$ cat config.mk
export PLATFORM = sky130hd
export DESIGN_NAME = repeating_key_xor_base64_encoder
export DESIGN_NICKNAME = d
export VERILOG_FILES = /design/src/rtl/rkxb_pkg.sv /design/src/rtl/repeating_key_xor_base64_encoder.sv /design/src/rtl/rkxb_front.sv /design/src/rtl/rkxb_queue.sv /design/src/rtl/rkxb_back.sv
export SDC_FILE = /design/constraint.sdc
export NUM_CORES = 1
export LEC_CHECK = 0
export ABC_CLOCK_PERIOD_IN_PS = 3300
export BUFFER_PORTS_ARGS = -buffer_cell sky130_fd_sc_hd__buf_2
export CORE_MARGIN = 2
export CORE_UTILIZATION = 48
export CTS_BUF_LIST = sky130_fd_sc_hd__clkbuf_16
export CTS_CLUSTER_DIAMETER = 50
export CTS_CLUSTER_SIZE = 30
export DETAILED_ROUTE_END_ITERATION = 7
export GPL_TIMING_DRIVEN = 0
export HOLD_SLACK_MARGIN = 0.05
export PLACE_DENSITY = 0.72
export SYNTH_ARGS = -nofsm -noshare
export SYNTH_HDL_FRONTEND = slang
export SYNTH_SLANG_ARGS = --single-unit
$ cat constraint.sdc
create_clock -name clk -period 3.3 [get_ports clk]
set_input_delay 0.33 -clock clk [delete_from_list [all_inputs] [get_ports clk]]
set_output_delay 0.33 -clock clk [all_outputs]
set_load 0.02 [all_outputs]
$ cat src/rtl/rkxb_pkg.sv
// Shared types, constants and the Base64 symbol function for the XOR/Base64 encoder.
package rkxb_pkg;

  localparam int MaxKeyBytesDefault = 8;
  localparam int QueueDepth         = 4;
  localparam int KeyBytesWidth      = 64;
  localparam int KeyLenWidth        = 4;
  localparam int CfgAddrWidth       = 4;
  localparam int CfgDataWidth       = 64;

  localparam logic [KeyBytesWidth-1:0] KeyBytesReset = 64'h0000_0036_3235_3733;
  localparam logic [KeyLenWidth-1:0]   KeyLenReset   = 4'd5;

  localparam logic [7:0] PadChar = 8'h3d;  // '='

  // one queue entry: the characters caused by one message byte
  typedef struct packed {
    logic [3:0][7:0] chars;   // chars[0] goes out first
    logic [1:0]      cnt_m1;  // number of valid chars minus one
    logic            last;    // final char of the entry closes the message
  } rkxb_entry_t;

  typedef struct packed {
    logic full;
    logic empty;
  } rkxb_qstat_t;

  function automatic logic [7:0] b64_char(input logic [5:0] sym);
    logic [7:0] s;
    s = {2'b00, sym};
    if (sym < 6'd26)      return s + 8'd65;   // 'A'
    else if (sym < 6'd52) return s + 8'd71;   // 'a' - 26
    else if (sym < 6'd62) return s - 8'd4;    // '0' - 52
    else if (sym == 6'd62) return 8'h2b;      // '+'
    else                   return 8'h2f;      // '/'
  endfunction

endpackage

$ cat src/rtl/repeating_key_xor_base64_encoder.sv
// Top level: repeating-key XOR then Base64 encoder with APB key registers.
// An accepted byte passes the queue slot, then the output register, before reaching out_.
// Throughput: one byte per cycle enters while the 4-entry queue has room; the output
// register sends one character per cycle while out_ready is high, so the character
// stream (4/3 per byte, up to four on a last byte) sets the sustained byte rate.
// Reset (synchronous, rst_n low): key "37526", key length 5, key position and group cleared.
module repeating_key_xor_base64_encoder #(
  parameter int MAX_KEY_BYTES = rkxb_pkg::MaxKeyBytesDefault
) (
  input  logic                               clk,
  input  logic                               rst_n,
  // input stream
  input  logic                               in_tvalid,
  output logic                               in_tready,
  input  logic [7:0]                         in_tdata,   // [7:0] data_byte
  input  logic                               in_tlast,   // last_byte
  // result stream
  output logic                               out_tvalid,
  input  logic                               out_tready,
  output logic [7:0]                         out_tdata,  // [7:0] text_char
  output logic                               out_tlast,  // last_char
  // configuration
  input  logic                               cfg_psel,
  input  logic                               cfg_penable,
  input  logic                               cfg_pwrite,
  input  logic [rkxb_pkg::CfgAddrWidth-1:0]  cfg_paddr,
  input  logic [rkxb_pkg::CfgDataWidth-1:0]  cfg_pwdata,
  output logic [rkxb_pkg::CfgDataWidth-1:0]  cfg_prdata,
  output logic                               cfg_pready
);
  import rkxb_pkg::*;

  // register map: 0x0 key_bytes (first key byte in [7:0]), 0x8 key_length
  logic [KeyBytesWidth-1:0] key_bytes_r;
  logic [KeyLenWidth-1:0]   key_len_r;
  logic                     cfg_wr;

  rkxb_entry_t push_entry, head_entry;
  rkxb_qstat_t qstat;
  logic        push, pop;

  assign cfg_pready = 1'b1;
  assign cfg_wr     = cfg_psel && cfg_penable && cfg_pwrite && cfg_pready;

  // decode on address bit 3 only; lower bits are don't-care
  always_ff @(posedge clk) begin
    if (!rst_n) begin
      key_bytes_r <= KeyBytesReset;
      key_len_r   <= KeyLenReset;
    end else if (cfg_wr) begin
      if (cfg_paddr[3]) key_len_r   <= cfg_pwdata[KeyLenWidth-1:0];
      else              key_bytes_r <= cfg_pwdata[KeyBytesWidth-1:0];
    end
  end

  assign cfg_prdata = cfg_paddr[3] ? {{(CfgDataWidth-KeyLenWidth){1'b0}}, key_len_r}
                                   : key_bytes_r;

  // front: XOR and Base64 grouping, one queue entry per accepted byte
  rkxb_front #(
    .MAX_KEY_BYTES(MAX_KEY_BYTES)
  ) u_front (
    .clk       (clk),
    .rst_n     (rst_n),
    .in_valid  (in_tvalid),
    .in_byte   (in_tdata),
    .in_last   (in_tlast),
    .key_bytes (key_bytes_r),
    .key_len   (key_len_r),
    .qstat     (qstat),
    .in_ready  (in_tready),
    .push      (push),
    .push_entry(push_entry)
  );

  // decoupling queue: lets the input side keep going while characters drain
  rkxb_queue u_queue (
    .clk       (clk),
    .rst_n     (rst_n),
    .push      (push),
    .push_entry(push_entry),
    .pop       (pop),
    .head_entry(head_entry),
    .qstat     (qstat)
  );

  // back: one character per transaction on the result stream
  rkxb_back u_back (
    .clk       (clk),
    .rst_n     (rst_n),
    .head_entry(head_entry),
    .qstat     (qstat),
    .pop       (pop),
    .out_valid (out_tvalid),
    .out_char  (out_tdata),
    .out_last  (out_tlast),
    .out_ready (out_tready)
  );

endmodule

$ cat src/rtl/rkxb_front.sv
// Front end: key XOR, Base64 grouping and padding, one queue entry per byte.
module rkxb_front #(
  parameter int MAX_KEY_BYTES = rkxb_pkg::MaxKeyBytesDefault
) (
  input  logic                                clk,
  input  logic                                rst_n,
  input  logic                                in_valid,
  input  logic [7:0]                          in_byte,
  input  logic                                in_last,
  input  logic [rkxb_pkg::KeyBytesWidth-1:0]  key_bytes,
  input  logic [rkxb_pkg::KeyLenWidth-1:0]    key_len,
  input  rkxb_pkg::rkxb_qstat_t               qstat,
  output logic                                in_ready,
  output logic                                push,
  output rkxb_pkg::rkxb_entry_t               push_entry
);
  import rkxb_pkg::*;

  localparam int KPW = (MAX_KEY_BYTES > 1) ? $clog2(MAX_KEY_BYTES) : 1;
  localparam logic [KeyLenWidth-1:0] MaxLen = KeyLenWidth'(MAX_KEY_BYTES);

  logic [KPW-1:0] key_pos_r, key_pos_nxt;
  logic [1:0]     phase_r, phase_nxt;
  logic [3:0]     left_r, left_nxt;

  logic [KeyLenWidth-1:0] eff_len;
  logic [KeyLenWidth-1:0] pos_inc;
  logic [7:0]             kb, x;
  rkxb_entry_t            ent;

  assign in_ready = !qstat.full;
  assign push     = in_valid && in_ready;

  always_comb begin
    if (key_len == '0)         eff_len = KeyLenWidth'(1);
    else if (key_len > MaxLen) eff_len = MaxLen;
    else                       eff_len = key_len;
  end

  assign kb      = key_bytes[8*key_pos_r +: 8];
  assign x       = in_byte ^ kb;
  assign pos_inc = KeyLenWidth'(key_pos_r) + KeyLenWidth'(1);

  always_comb begin
    ent         = '0;
    ent.last    = in_last;
    left_nxt    = left_r;
    phase_nxt   = phase_r;
    key_pos_nxt = (pos_inc >= eff_len) ? '0 : key_pos_r + KPW'(1);
    case (phase_r)
      2'd0: begin
        ent.chars[0] = b64_char(x[7:2]);
        ent.cnt_m1   = 2'd0;
        left_nxt     = {2'b00, x[1:0]};
        phase_nxt    = 2'd1;
      end
      2'd1: begin
        ent.chars[0] = b64_char({left_r[1:0], x[7:4]});
        ent.cnt_m1   = 2'd0;
        left_nxt     = x[3:0];
        phase_nxt    = 2'd2;
      end
      default: begin
        ent.chars[0] = b64_char({left_r[3:0], x[7:6]});
        ent.chars[1] = b64_char(x[5:0]);
        ent.cnt_m1   = 2'd1;
        left_nxt     = '0;
        phase_nxt    = 2'd0;
      end
    endcase
    if (in_last) begin
      // flush leftover bits and pad to a four-character boundary
      if (phase_nxt == 2'd1) begin
        ent.chars[1] = b64_char({left_nxt[1:0], 4'b0000});
        ent.chars[2] = PadChar;
        ent.chars[3] = PadChar;
        ent.cnt_m1   = 2'd3;
      end else if (phase_nxt == 2'd2) begin
        ent.chars[1] = b64_char({left_nxt[3:0], 2'b00});
        ent.chars[2] = PadChar;
        ent.cnt_m1   = 2'd2;
      end
      key_pos_nxt = '0;
      phase_nxt   = 2'd0;
      left_nxt    = '0;
    end
  end

  assign push_entry = ent;

  always_ff @(posedge clk) begin
    if (!rst_n) begin
      key_pos_r <= '0;
      phase_r   <= 2'd0;
      left_r    <= '0;
    end else if (push) begin
      key_pos_r <= key_pos_nxt;
      phase_r   <= phase_nxt;
      left_r    <= left_nxt;
    end
  end

endmodule

$ cat src/rtl/rkxb_queue.sv
// Short entry queue between the front end and the character serializer.
module rkxb_queue (
  input  logic                  clk,
  input  logic                  rst_n,
  input  logic                  push,
  input  rkxb_pkg::rkxb_entry_t push_entry,
  input  logic                  pop,
  output rkxb_pkg::rkxb_entry_t head_entry,
  output rkxb_pkg::rkxb_qstat_t qstat
);
  import rkxb_pkg::*;

  localparam int PW = $clog2(QueueDepth);
  localparam int CW = $clog2(QueueDepth + 1);

  rkxb_entry_t   slots_r [QueueDepth];
  logic [PW-1:0] wr_ptr_r, rd_ptr_r;
  logic [CW-1:0] count_r, count_nxt;

  always_comb begin
    count_nxt = count_r;
    if (push && !pop)      count_nxt = count_r + CW'(1);
    else if (pop && !push) count_nxt = count_r - CW'(1);
  end

  assign qstat.full  = (count_r == CW'(QueueDepth));
  assign qstat.empty = (count_r == '0);
  assign head_entry  = slots_r[rd_ptr_r];

  always_ff @(posedge clk) begin
    if (push) slots_r[wr_ptr_r] <= push_entry;
  end

  always_ff @(posedge clk) begin
    if (!rst_n) begin
      wr_ptr_r <= '0;
      rd_ptr_r <= '0;
      count_r  <= '0;
    end else begin
      if (push) wr_ptr_r <= wr_ptr_r + PW'(1);
      if (pop)  rd_ptr_r <= rd_ptr_r + PW'(1);
      count_r <= count_nxt;
    end
  end

  a_no_push_full: assert property (@(posedge clk) disable iff (!rst_n)
    push |-> !qstat.full) else $error("queue push while full");
  a_no_pop_empty: assert property (@(posedge clk) disable iff (!rst_n)
    pop |-> !qstat.empty) else $error("queue pop while empty");
  a_count_bound: assert property (@(posedge clk) disable iff (!rst_n)
    count_r <= CW'(QueueDepth)) else $error("queue count overflow");
  a_ptr_track: assert property (@(posedge clk) disable iff (!rst_n)
    (count_r == '0) |-> (wr_ptr_r == rd_ptr_r)) else $error("queue pointers diverged");

endmodule

$ cat src/rtl/rkxb_back.sv
// Back end: sends the characters of each queue entry one per cycle while out_ready is high.
module rkxb_back (
  input  logic                  clk,
  input  logic                  rst_n,
  input  rkxb_pkg::rkxb_entry_t head_entry,
  input  rkxb_pkg::rkxb_qstat_t qstat,
  output logic                  pop,
  output logic                  out_valid,
  output logic [7:0]            out_char,
  output logic                  out_last,
  input  logic                  out_ready
);
  import rkxb_pkg::*;

  logic [1:0] idx_r;
  logic       out_valid_r;
  logic [7:0] out_char_r;
  logic       out_last_r;
  logic       load;
  logic       at_end;

  assign load   = !qstat.empty && (!out_valid_r || out_ready);
  assign at_end = (idx_r == head_entry.cnt_m1);
  assign pop    = load && at_end;

  always_ff @(posedge clk) begin
    if (!rst_n) begin
      idx_r       <= 2'd0;
      out_valid_r <= 1'b0;
    end else begin
      if (load) begin
        idx_r       <= at_end ? 2'd0 : idx_r + 2'd1;
        out_valid_r <= 1'b1;
      end else if (out_ready) begin
        out_valid_r <= 1'b0;
      end
    end
  end

  always_ff @(posedge clk) begin
    if (load) begin
      out_char_r <= head_entry.chars[idx_r];
      out_last_r <= head_entry.last && at_end;
    end
  end

  assign out_valid = out_valid_r;
  assign out_char  = out_char_r;
  assign out_last  = out_last_r;

endmodule
==> run summary, run 1 <==
outcome - finished clean
total wire length after detailed routing - 29,900 µm
EDFF count, synth - 89
top_reg_cell synth - edfxtp_1
post-synth top area cell - edfxtp_1
vias in the first global route - 8,569
CP required - 3.47 ns
sequential share of the synthesized area - 44.6%
aggregate global routing overflow - 0
Clock Tree Buf Depth - 2
Final Non-Filler Cells - 1,522
DRC violations left - 0
die area - 22,000 µm²
Synth area leaders - edfxtp_1, dfxtp_1, nand2_1
P&R area growth vs syn - 29.2%
final setup violation count - 0
count leader, synth - nand2_1
hold_ws - 0.0889 ns
Post-Synth Adder-Cell Area - 3.96%
Slew @ Worst Pin - 1.33 ns
RSZ-0062 raised after global routing - true
Fmax - 305 MHz
Avg Cell Area, Syn - 9.93 µm²
leakage power - 4.97 nW
cell area power density - 539 nW/µm²
area share of the largest cell type after synthesis - 26.8%
simple-gate share of the synthesized area - 18.9%
Root Buffer - clkbuf_16
Mapped Cells - 1,005
CP startpoint - u_front.key_pos_r[0]$_SDFFE_PN0P_
max_cap viols - 0
Max stage delay on crit path - 0.40 ns
FP Rows - 52
largest family of logic cells by synthesized area - simple AND/OR/NAND/NOR gates
DP HPWL - 21,100 µm
Rel. slew slack - 11.2%
min-delay src - cfg_pwdata[5]
Synth cell types - 85
DRT Pass-1 Iters - 5
mapped cell area - 9980 µm²
syn nets - 1,120
Multi-input gate area - 5610 µm²
Die Wd - 148 µm
Hold Vio Cnt, Final - 0
routed len/inst - 19.6 µm
first-pass GRT wire length - 46,700 µm
DIE HEIGHT - 148 µm
Tmin final - 3.28 ns
Worst-path clk slew - 0.08 ns
Async SR Flop Fraction - 0%
crit-path max FO - 6
largest net degree at the start of global routing - 21
starting density of the core - 49.2%
Setup crit end kind - flip-flop
post-synthesis mux area share - 10.5%
via total after detailed routing - 8,672
Final Cycle Share - 99.4%
Synth Area in Compound Gates - 15.1%
Hold WC Path Type - in -> reg
Global Route Usage Sum - 27.2%
clk_skew - 0.0151 ns
Slew Viols, Final - 0
initial antenna violation count - 2
drt initial violations - 534
register bit total from synthesis - 178
reg2reg start - u_front.key_pos_r[0]$_SDFFE_PN0P_
top post-synthesis cells by count - nand2_1, dfxtp_1, edfxtp_1
port buffer count - 154
fill count - 1,681
Placed Cells - 1,429
yosys warns - 0
H-tree depth - 4
critical path, cell by cell - buf_12, buf_12, mux2i_1, a22oi_2, nand2_2, xnor2_4, inv_4, ha_4, inv_4, a21oi_4, xnor2_1, nor2_1, a31oi_1, o211ai_1, o21ai_1, or3_4
WP data arrival - 3.45 ns
crit path launch type - flip-flop
Core Region - 20,300 µm²
Nets - 1,353
WS Path Type - reg -> reg
Max VDD drop - 0.361 mV
I/O pin cnt - 160
crit path max-delay cell type - or3_4
# clock sinks - 178
post-synthesis xor/xnor area fraction - 2.49%
share of layout cells above drive strength 1 - 32.6%
DRT antenna net count - 0
global placer's final weighted congestion - 0.943
Clock Latency Late Sink - 0.44 ns
register area - 4460 µm²
CTS tree - done
Hold-fix buffers, CTS - 0
CTS buffer count - 17
vias per cell - 5.70
[kinds of logic (layout without fill, tap and decap cells)]
| kind of cell | after synthesis | after routing |
|---|---|---|
| buffers and inverters | 97 | 343 |
| other | 1 | 2 |
| XOR/XNOR | 25 | 25 |
| flip-flops | 178 | 178 |
| AND/OR/NAND/NOR | 389 | 389 |
| adder cells (fa/ha/maj) | 31 | 31 |
| multiplexers | 76 | 76 |
| AO/OA/AOI/OAI | 208 | 208 |
[power breakdown]
| part | internal [W] | switching [W] | leakage [nW] |
|---|---|---|---|
| combinational | 0.000955 | 0.00123 | 3.14 |
| clock | 0.00102 | 0.000965 | 0.275 |
| sequential | 0.00268 | 0.000108 | 1.55 |
[stage by stage]
stage / TNS [ns] / utilization (%) / worst slack (ns) / total power [W] / instance area [µm²]
3_3_place_gp: -52.52 / 54.7 / -1.53 / 0.00461 / 11100
5_1_grt: -1.05 / 63.5 / -0.0691 / 0.00726 / 12900
2_1_floorplan: 0 / - / 0.000688 / 0.00412 / 9990
3_5_place_dp: -52.82 / 54.7 / -1.51 / 0.00465 / 11100
4_1_cts: -0.786 / 61.9 / -0.0678 / 0.00687 / 12600
6_report: 0 / 63.5 / 0.0193 / 0.00695 / 12900
[per-layer routing]
layer | part of all wire, % | routed length (µm) | GRT usage, % | up-vias
met4 | 3.4 | 1020 | 11.1 | 2
met1 | 40 | 12100 | 34.8 | 4111
met5 | 0.043 | 13 | 0 | -
met3 | 7.3 | 2190 | 5.37 | 78
li1 | - | - | - | 4089
met2 | 49 | 14600 | 45.6 | 392
[worst max-delay path, delay by kind of cell, from the launching register on]
kind	cells	cell delay [ns]
AOI/OAI and AO/OA	5	0.80
xor gates and xnor gates	2	0.40
adders and majority gates	1	0.19
buffers and inverters	4	0.45
DFF	1	0.38
muxes	1	0.13
and+or+nand+nor	3	0.65
[final cells by class]
type / instances / area share (%)
inverter: 26 / 1.03
clock buffer: 17 / 3.30
timing repair buffer: 218 / 10.2
antenna: 1 / 0.0194
sequential: 178 / 34.6
tap: 270 / 2.62
clock inverter: 15 / 1.25
multi-input combinational: 730 / 43.5
buffer: 67 / 3.53
[final timing paths]
check,to,slack [ns],depth (start not counted)
min reg2reg,u_back.out_valid$_SDFFE_PN0P_,0.48,2
max reg2reg,u_queue.slots_r[0][7]$_DFFE_PP_,0.02,16
max,u_queue.slots_r[0][7]$_DFFE_PP_,0.02,16
min,key_bytes_r[5]$_SDFFE_PN1P_,0.09,3
[repair_timing]
item / CTS / global route
pin swaps: 31 / 31
gates resized for setup: 127 / 57
gates cloned: 2 / 0
setup endpoints to repair: 65 / 64
buffers inserted: 40 / 22
[cell usage in the layout, fill, tap and decap left out, types with 26 or more instances in the layout]
cell type / synthesis / layout
a21boi_0: 47 / 47
buf_2: 8 / 157
buf_4: 4 / 61
clkbuf_1: 50 / 40
dfxtp_1: 89 / 87
edfxtp_1: 89 / 89
mux2i_1: 47 / 40
nand2_1: 178 / 167
nand3_1: 35 / 34
nor2_1: 30 / 26
nor2b_1: 80 / 77
[flip-flops by register name, indices dropped and copies added (netlist names), named ones only]
name	count
u_queue.slots_r	80
key_bytes_r	64
u_back.out_char	8
key_len_r	4
u_front.left_r	4
u_front.key_pos_r	3
u_queue.count_r	3
u_back.idx_r	2
u_front.phase_r	2
u_queue.rd_ptr_r	2
u_queue.wr_ptr_r	2
u_back.out_last	1
u_back.out_valid	1
(Power assumes the default switching activity.)
==> run 2: changes to the inputs <==
--- a/config.mk
+++ b/config.mk
@@ -8,4 +8,5 @@
 export ABC_CLOCK_PERIOD_IN_PS = 3300
 export BUFFER_PORTS_ARGS = -buffer_cell sky130_fd_sc_hd__buf_2
+export CAP_MARGIN = 30
 export CORE_MARGIN = 2
 export CORE_UTILIZATION = 48
@@ -20,2 +21,3 @@
 export SYNTH_HDL_FRONTEND = slang
 export SYNTH_SLANG_ARGS = --single-unit
+export TNS_END_PERCENT = 20
==> constraint.sdc (replaced) <==
create_clock -name clk -period 3.3 [get_ports clk]
set_input_delay 0 -clock clk [delete_from_list [all_inputs] [get_ports clk]]
set_output_delay 0 -clock clk [all_outputs]
set_load 0.02 [all_outputs]
==> run summary, run 2 (synthesized netlist as in run 1, its figures left out) <==
first-pass GRT wire length - 48,700 µm
vias per cell - 5.74
cell area power density - 524 nW/µm²
# clock sinks - 178
Core Region - 20,300 µm²
DP HPWL - 21,400 µm
CTS tree - done
global-route met2 utilization - 48.6%
Nets - 1,437
RSZ-0062 raised after global routing - true
starting density of the core - 49.2%
global placer's final weighted congestion - 0.997
Core Util, Final - 68.2%
Clock Tree Buf Depth - 2
Slew Viols, Final - 0
Hold Vio Cnt, Final - 0
via total after detailed routing - 9,226
port buffer count - 154
Top reg by flops - u_queue.slots_r
share of layout cells above drive strength 1 - 29.8%
routed len/inst - 20.0 µm
WP data arrival - 3.68 ns
Clock Latency Late Sink - 0.44 ns
leakage power - 5.42 nW
Worst-path clk slew - 0.07 ns
Max VDD drop - 0.363 mV
Fmax - 285 MHz
largest net degree at the start of global routing - 19
total wire length after detailed routing - 32,100 µm
register area - 4460 µm²
Multi-input gate area - 5600 µm²
worst setup margin - -0.213 ns
CP required - 3.46 ns
vias in the first global route - 8,946
WS Path Type - reg -> reg
fill count - 1,483
Global Route Usage Sum - 28.5%
Final Cycle Share - 106%
drt initial violations - 792
commonest non-fill, non-tap cell in the layout - nand2_1
die area - 22,000 µm²
met3 usage - 5.46%
CTS buffer count - 17
outcome - finished, violations left
final setup violation count - 26
met1 Track Usage GR - 35.9%
DRC violations left - 0
DRT antenna net count - 0
DIE HEIGHT - 148 µm
Setup crit end kind - flip-flop
failing checks - setup timing
Largest register FFs - 80
initial antenna violation count - 4
hold_ws - 0.0911 ns
Slew @ Worst Pin - 0.870 ns
Tmin final - 3.51 ns
clk_skew - 0.0148 ns
Rel. slew slack - 41.8%
Hold WC Path Type - in -> reg
crit-path max FO - 6
aggregate global routing overflow - 0
grt peak-use layer - met2
Die Wd - 148 µm
P&R area growth vs syn - 38.7%
FP Rows - 52
DRT Pass-1 Iters - 7
max_cap viols - 0
I/O pin cnt - 160
Root Buffer - clkbuf_16
most frequent cells in the layout - nand2_1, buf_2, dlygate4sd3_1, edfxtp_1, dfxtp_1
H-tree depth - 4
crit path launch type - flip-flop
==> run 2: layer usage <==
metal  routed length [µm]  vias up
met2                15900      452
met1                12700     4418
met3                 2420       88
li1                     -     4264
met5                   24        -
met4                 1050        4
==> run 2: worst paths after layout <==
path	slack (ns)	end	start	cells after the start
setup / recovery	-0.21	u_queue.slots_r[2][7]$_DFFE_PP_	u_front.key_pos_r[0]$_SDFFE_PN0P_	17
hold / removal	0.09	key_bytes_r[23]$_SDFFE_PN0P_	rst_n	2
setup reg to reg	-0.21	u_queue.slots_r[2][7]$_DFFE_PP_	u_front.key_pos_r[0]$_SDFFE_PN0P_	17
hold reg to reg	0.48	key_bytes_r[23]$_SDFFE_PN0P_	key_bytes_r[23]$_SDFFE_PN0P_	2
==> run 2: area by class of cell <==
type,instances,area share (%)
Sequential cell,178,32.2
Multi-Input combinational cell,730,40.5
Inverter,26,0.894
Clock buffer,17,3.07
Timing Repair Buffer,299,16.1
Buffer,70,3.32
Clock inverter,15,1.52
Antenna cell,1,0.0181
Tap cell,270,2.44
==> run 2: power by group <==
part / total [W] / internal, W / switching [W] / leakage [nW]
Combinational: 0.00230 / 0.00104 / 0.00126 / 3.56
Clock: 0.00218 / 0.00123 / 0.000946 / 0.307
Sequential: 0.00278 / 0.00267 / 0.000110 / 1.55
Total: 0.00726 / 0.00494 / 0.00232 / 5.42
==> run 2: repair_timing <==
item,in CTS,in global routing
gates cloned,1,0
setup buffers,20,28
gates resized for setup,93,76
hold buffers,91,0
setup endpoints to repair,65,65
pin swaps,16,31
endpoints found under the hold margin,84,0
==> run 2: worst max-delay path, stage by stage, from the launching register on <==
cell	delay [ns]
dfxtp_4	0.39
buf_12	0.16
buf_12	0.13
mux2i_2	0.16
a22oi_2	0.28
nand2_2	0.14
xnor2_4	0.24
buf_12	0.14
clkinvlp_4	0.11
ha_4	0.20
inv_4	0.07
a21oi_4	0.06
xnor2_1	0.15
nor2_1	0.11
a31oi_1	0.04
o211ai_1	0.31
o21ai_1	0.13
or3_4	0.41
==> run 2: through the flow <==
step / TNS [ns] / std cells / cell area, µm² / total power, W / setup WS (ns)
after global placement: -51.21 / 1429 / 11100 / 0.00462 / -1.43
after detailed placement: -50.96 / 1435 / 11200 / 0.00473 / -1.22
after floorplan: -0.0609 / 1005 / 9990 / 0.00412 / -0.0152
after global routing: -5.98 / 1606 / 13800 / 0.00756 / -0.265
after CTS: -1.59 / 1577 / 13300 / 0.00710 / -0.145
final: -2.78 / 1606 / 13800 / 0.00726 / -0.213
==> run 3: changes to the inputs <==
CAP_MARGIN = 20   (was 30)
CORE_UTILIZATION = 40   (was 48)
PLACE_DENSITY = default   (was 0.72)
==> run summary, run 3 (synthesized netlist as in run 1, its figures left out) <==
Core Region - 24,400 µm²
worst setup margin - -0.0404 ns
crit-path max FO - 8
CTS tree - done
Worst-path clk slew - 0.07 ns
die area - 26,200 µm²
DRT Pass-1 Iters - 6
global-route met2 utilization - 40.0%
WS Path Type - reg -> reg
Hold Vio Cnt, Final - 0
starting density of the core - 40.9%
Slew @ Worst Pin - 1.07 ns
Placement Cell Area - 11,200 µm²
vias per cell - 5.40
via total after detailed routing - 9,057
Hold WC Path Type - in -> reg
most frequent cells in the layout - nand2_1, buf_2, dlygate4sd3_1, edfxtp_1, dfxtp_1
Root Buffer - clkbuf_16
fill count - 2,140
clk_skew - 0.0137 ns
met1 Track Usage GR - 30.8%
# clock sinks - 178
Placed Cells - 1,485
FP Rows - 57
leakage power - 5.43 nW
P&R area growth vs syn - 38.7%
outcome - finished, violations left
DRC violations left - 0
total wire length after detailed routing - 31,500 µm
Final Cell Area - 13,800 µm²
drt initial violations - 680
Multi-input gate area - 5540 µm²
vias in the first global route - 8,767
Core Util, Final - 56.7%
Setup crit end kind - flip-flop
largest net degree at the start of global routing - 21
Tmin final - 3.34 ns
DRT antenna net count - 0
Clock Tree Buf Depth - 2
path depth of the worst reg2reg path - 15
first-pass GRT wire length - 48,300 µm
aggregate global routing overflow - 0
routed len/inst - 18.8 µm
final setup violation count - 8
Rel. slew slack - 28.5%
H-tree depth - 4
Fmax - 299 MHz
Final Non-Filler Cells - 1,678
port buffer count - 154
TNS Setup - -0.216 ns
Clock Latency Late Sink - 0.44 ns
Global Route Usage Sum - 23.6%
initial antenna violation count - 5
met3 usage - 4.57%
max_cap viols - 0
Final Cycle Share - 101%
grt peak-use layer - met2
WP data arrival - 3.52 ns
RSZ-0062 raised after global routing - true
Nets - 1,454
DIE HEIGHT - 162 µm
commonest non-fill, non-tap cell in the layout - nand2_1
I/O pin cnt - 160
CTS buffer count - 17
Top reg by flops - u_queue.slots_r
CP required - 3.48 ns
global placer's final weighted congestion - 0.946
DP HPWL - 21,500 µm
Largest register FFs - 80
register area - 4460 µm²
share of layout cells above drive strength 1 - 30.0%
crit path launch type - flip-flop
cell area power density - 506 nW/µm²
failing checks - setup timing
Cells on Worst Hold Path - 2
Max VDD drop - 0.332 mV
Die Wd - 162 µm
Slew Viols, Final - 0
[run 3: cell types whose count changed in the layout (fill, tap and decap cells not counted), sizes merged]
| cell | before | now |
|---|---|---|
| bufinv | 3 | 1 |
| clkinvlp | 4 | 2 |
| inv | 30 | 34 |
| buf | 231 | 241 |
| dlygate4sd3 | 91 | 97 |
| clkbuf | 64 | 65 |
| diode | 1 | 2 |
[run 3: path summary, 6_finish.rpt]
check	start	endpoint	slack, ns
setup reg to reg	u_front.key_pos_r[0]$_SDFFE_PN0P_	u_queue.slots_r[1][8]$_DFFE_PP_	-0.04
setup / recovery	u_front.key_pos_r[0]$_SDFFE_PN0P_	u_queue.slots_r[1][8]$_DFFE_PP_	-0.04
hold / removal	rst_n	key_len_r[1]$_SDFFE_PN0P_	0.09
hold reg to reg	key_bytes_r[34]$_SDFFE_PN1P_	key_bytes_r[34]$_SDFFE_PN1P_	0.48
[run 3: worst max-delay path, cell delays in order, from the launching register on]
cell and delay [ns]:
dfxtp_4 0.39, buf_12 0.16, buf_12 0.14, mux2i_1 0.14
a22oi_2 0.28, nand2_2 0.15, xnor2_4 0.24, buf_6 0.17
ha_4 0.19, nor2b_4 0.19, buf_8 0.14, o21ai_2 0.07
o221a_2 0.25, a211oi_2 0.28, o211ai_1 0.13, buf_4 0.18
[run 3: layout make-up]
type	instances	area share (%)
Antenna cell	2	0.0362
Buffer	66	3.15
Clock buffer	17	3.07
Clock inverter	15	0.985
Inverter	26	0.904
Multi-Input combinational cell	730	40.0
Sequential cell	178	32.2
Tap cell	324	2.93
Timing Repair Buffer	320	16.7
[run 3: power by group]
| part | switching, W | total, W | leakage (nW) | internal [W] |
|---|---|---|---|---|
| registers | 0.000106 | 0.00278 | 1.55 | 0.00267 |
| logic | 0.00123 | 0.00225 | 3.60 | 0.00102 |
| clock network | 0.000918 | 0.00197 | 0.286 | 0.00105 |
| total | 0.00225 | 0.00700 | 5.43 | 0.00475 |
[run 3: stage by stage]
stage                     hold slack (ns)  setup slack, ns  power, W
after floorplan                    0.0989          -0.0152   0.00412
final                              0.0909          -0.0404   0.00700
after CTS                          0.0700           -0.126   0.00691
after global placement              0.215            -1.49   0.00463
after global routing                0.105           -0.109   0.00734
after detailed placement            0.211            -1.21   0.00467
[run 3: metal layers]
metal	part of all wire, %	up-vias
met2	49	356
met5	0.079	-
met3	5.6	62
met1	43	4327
met4	2.2	6
li1	-	4306
[run 3: timing repair]
action                                  CTS  global route
gates cloned                              2             1
hold buffers                             97             0
pin swaps                                23            36
endpoints found under the setup margin   65            64
resized for setup                       115            61
hold endpoints to repair                 84             0
buffers inserted                         34            32
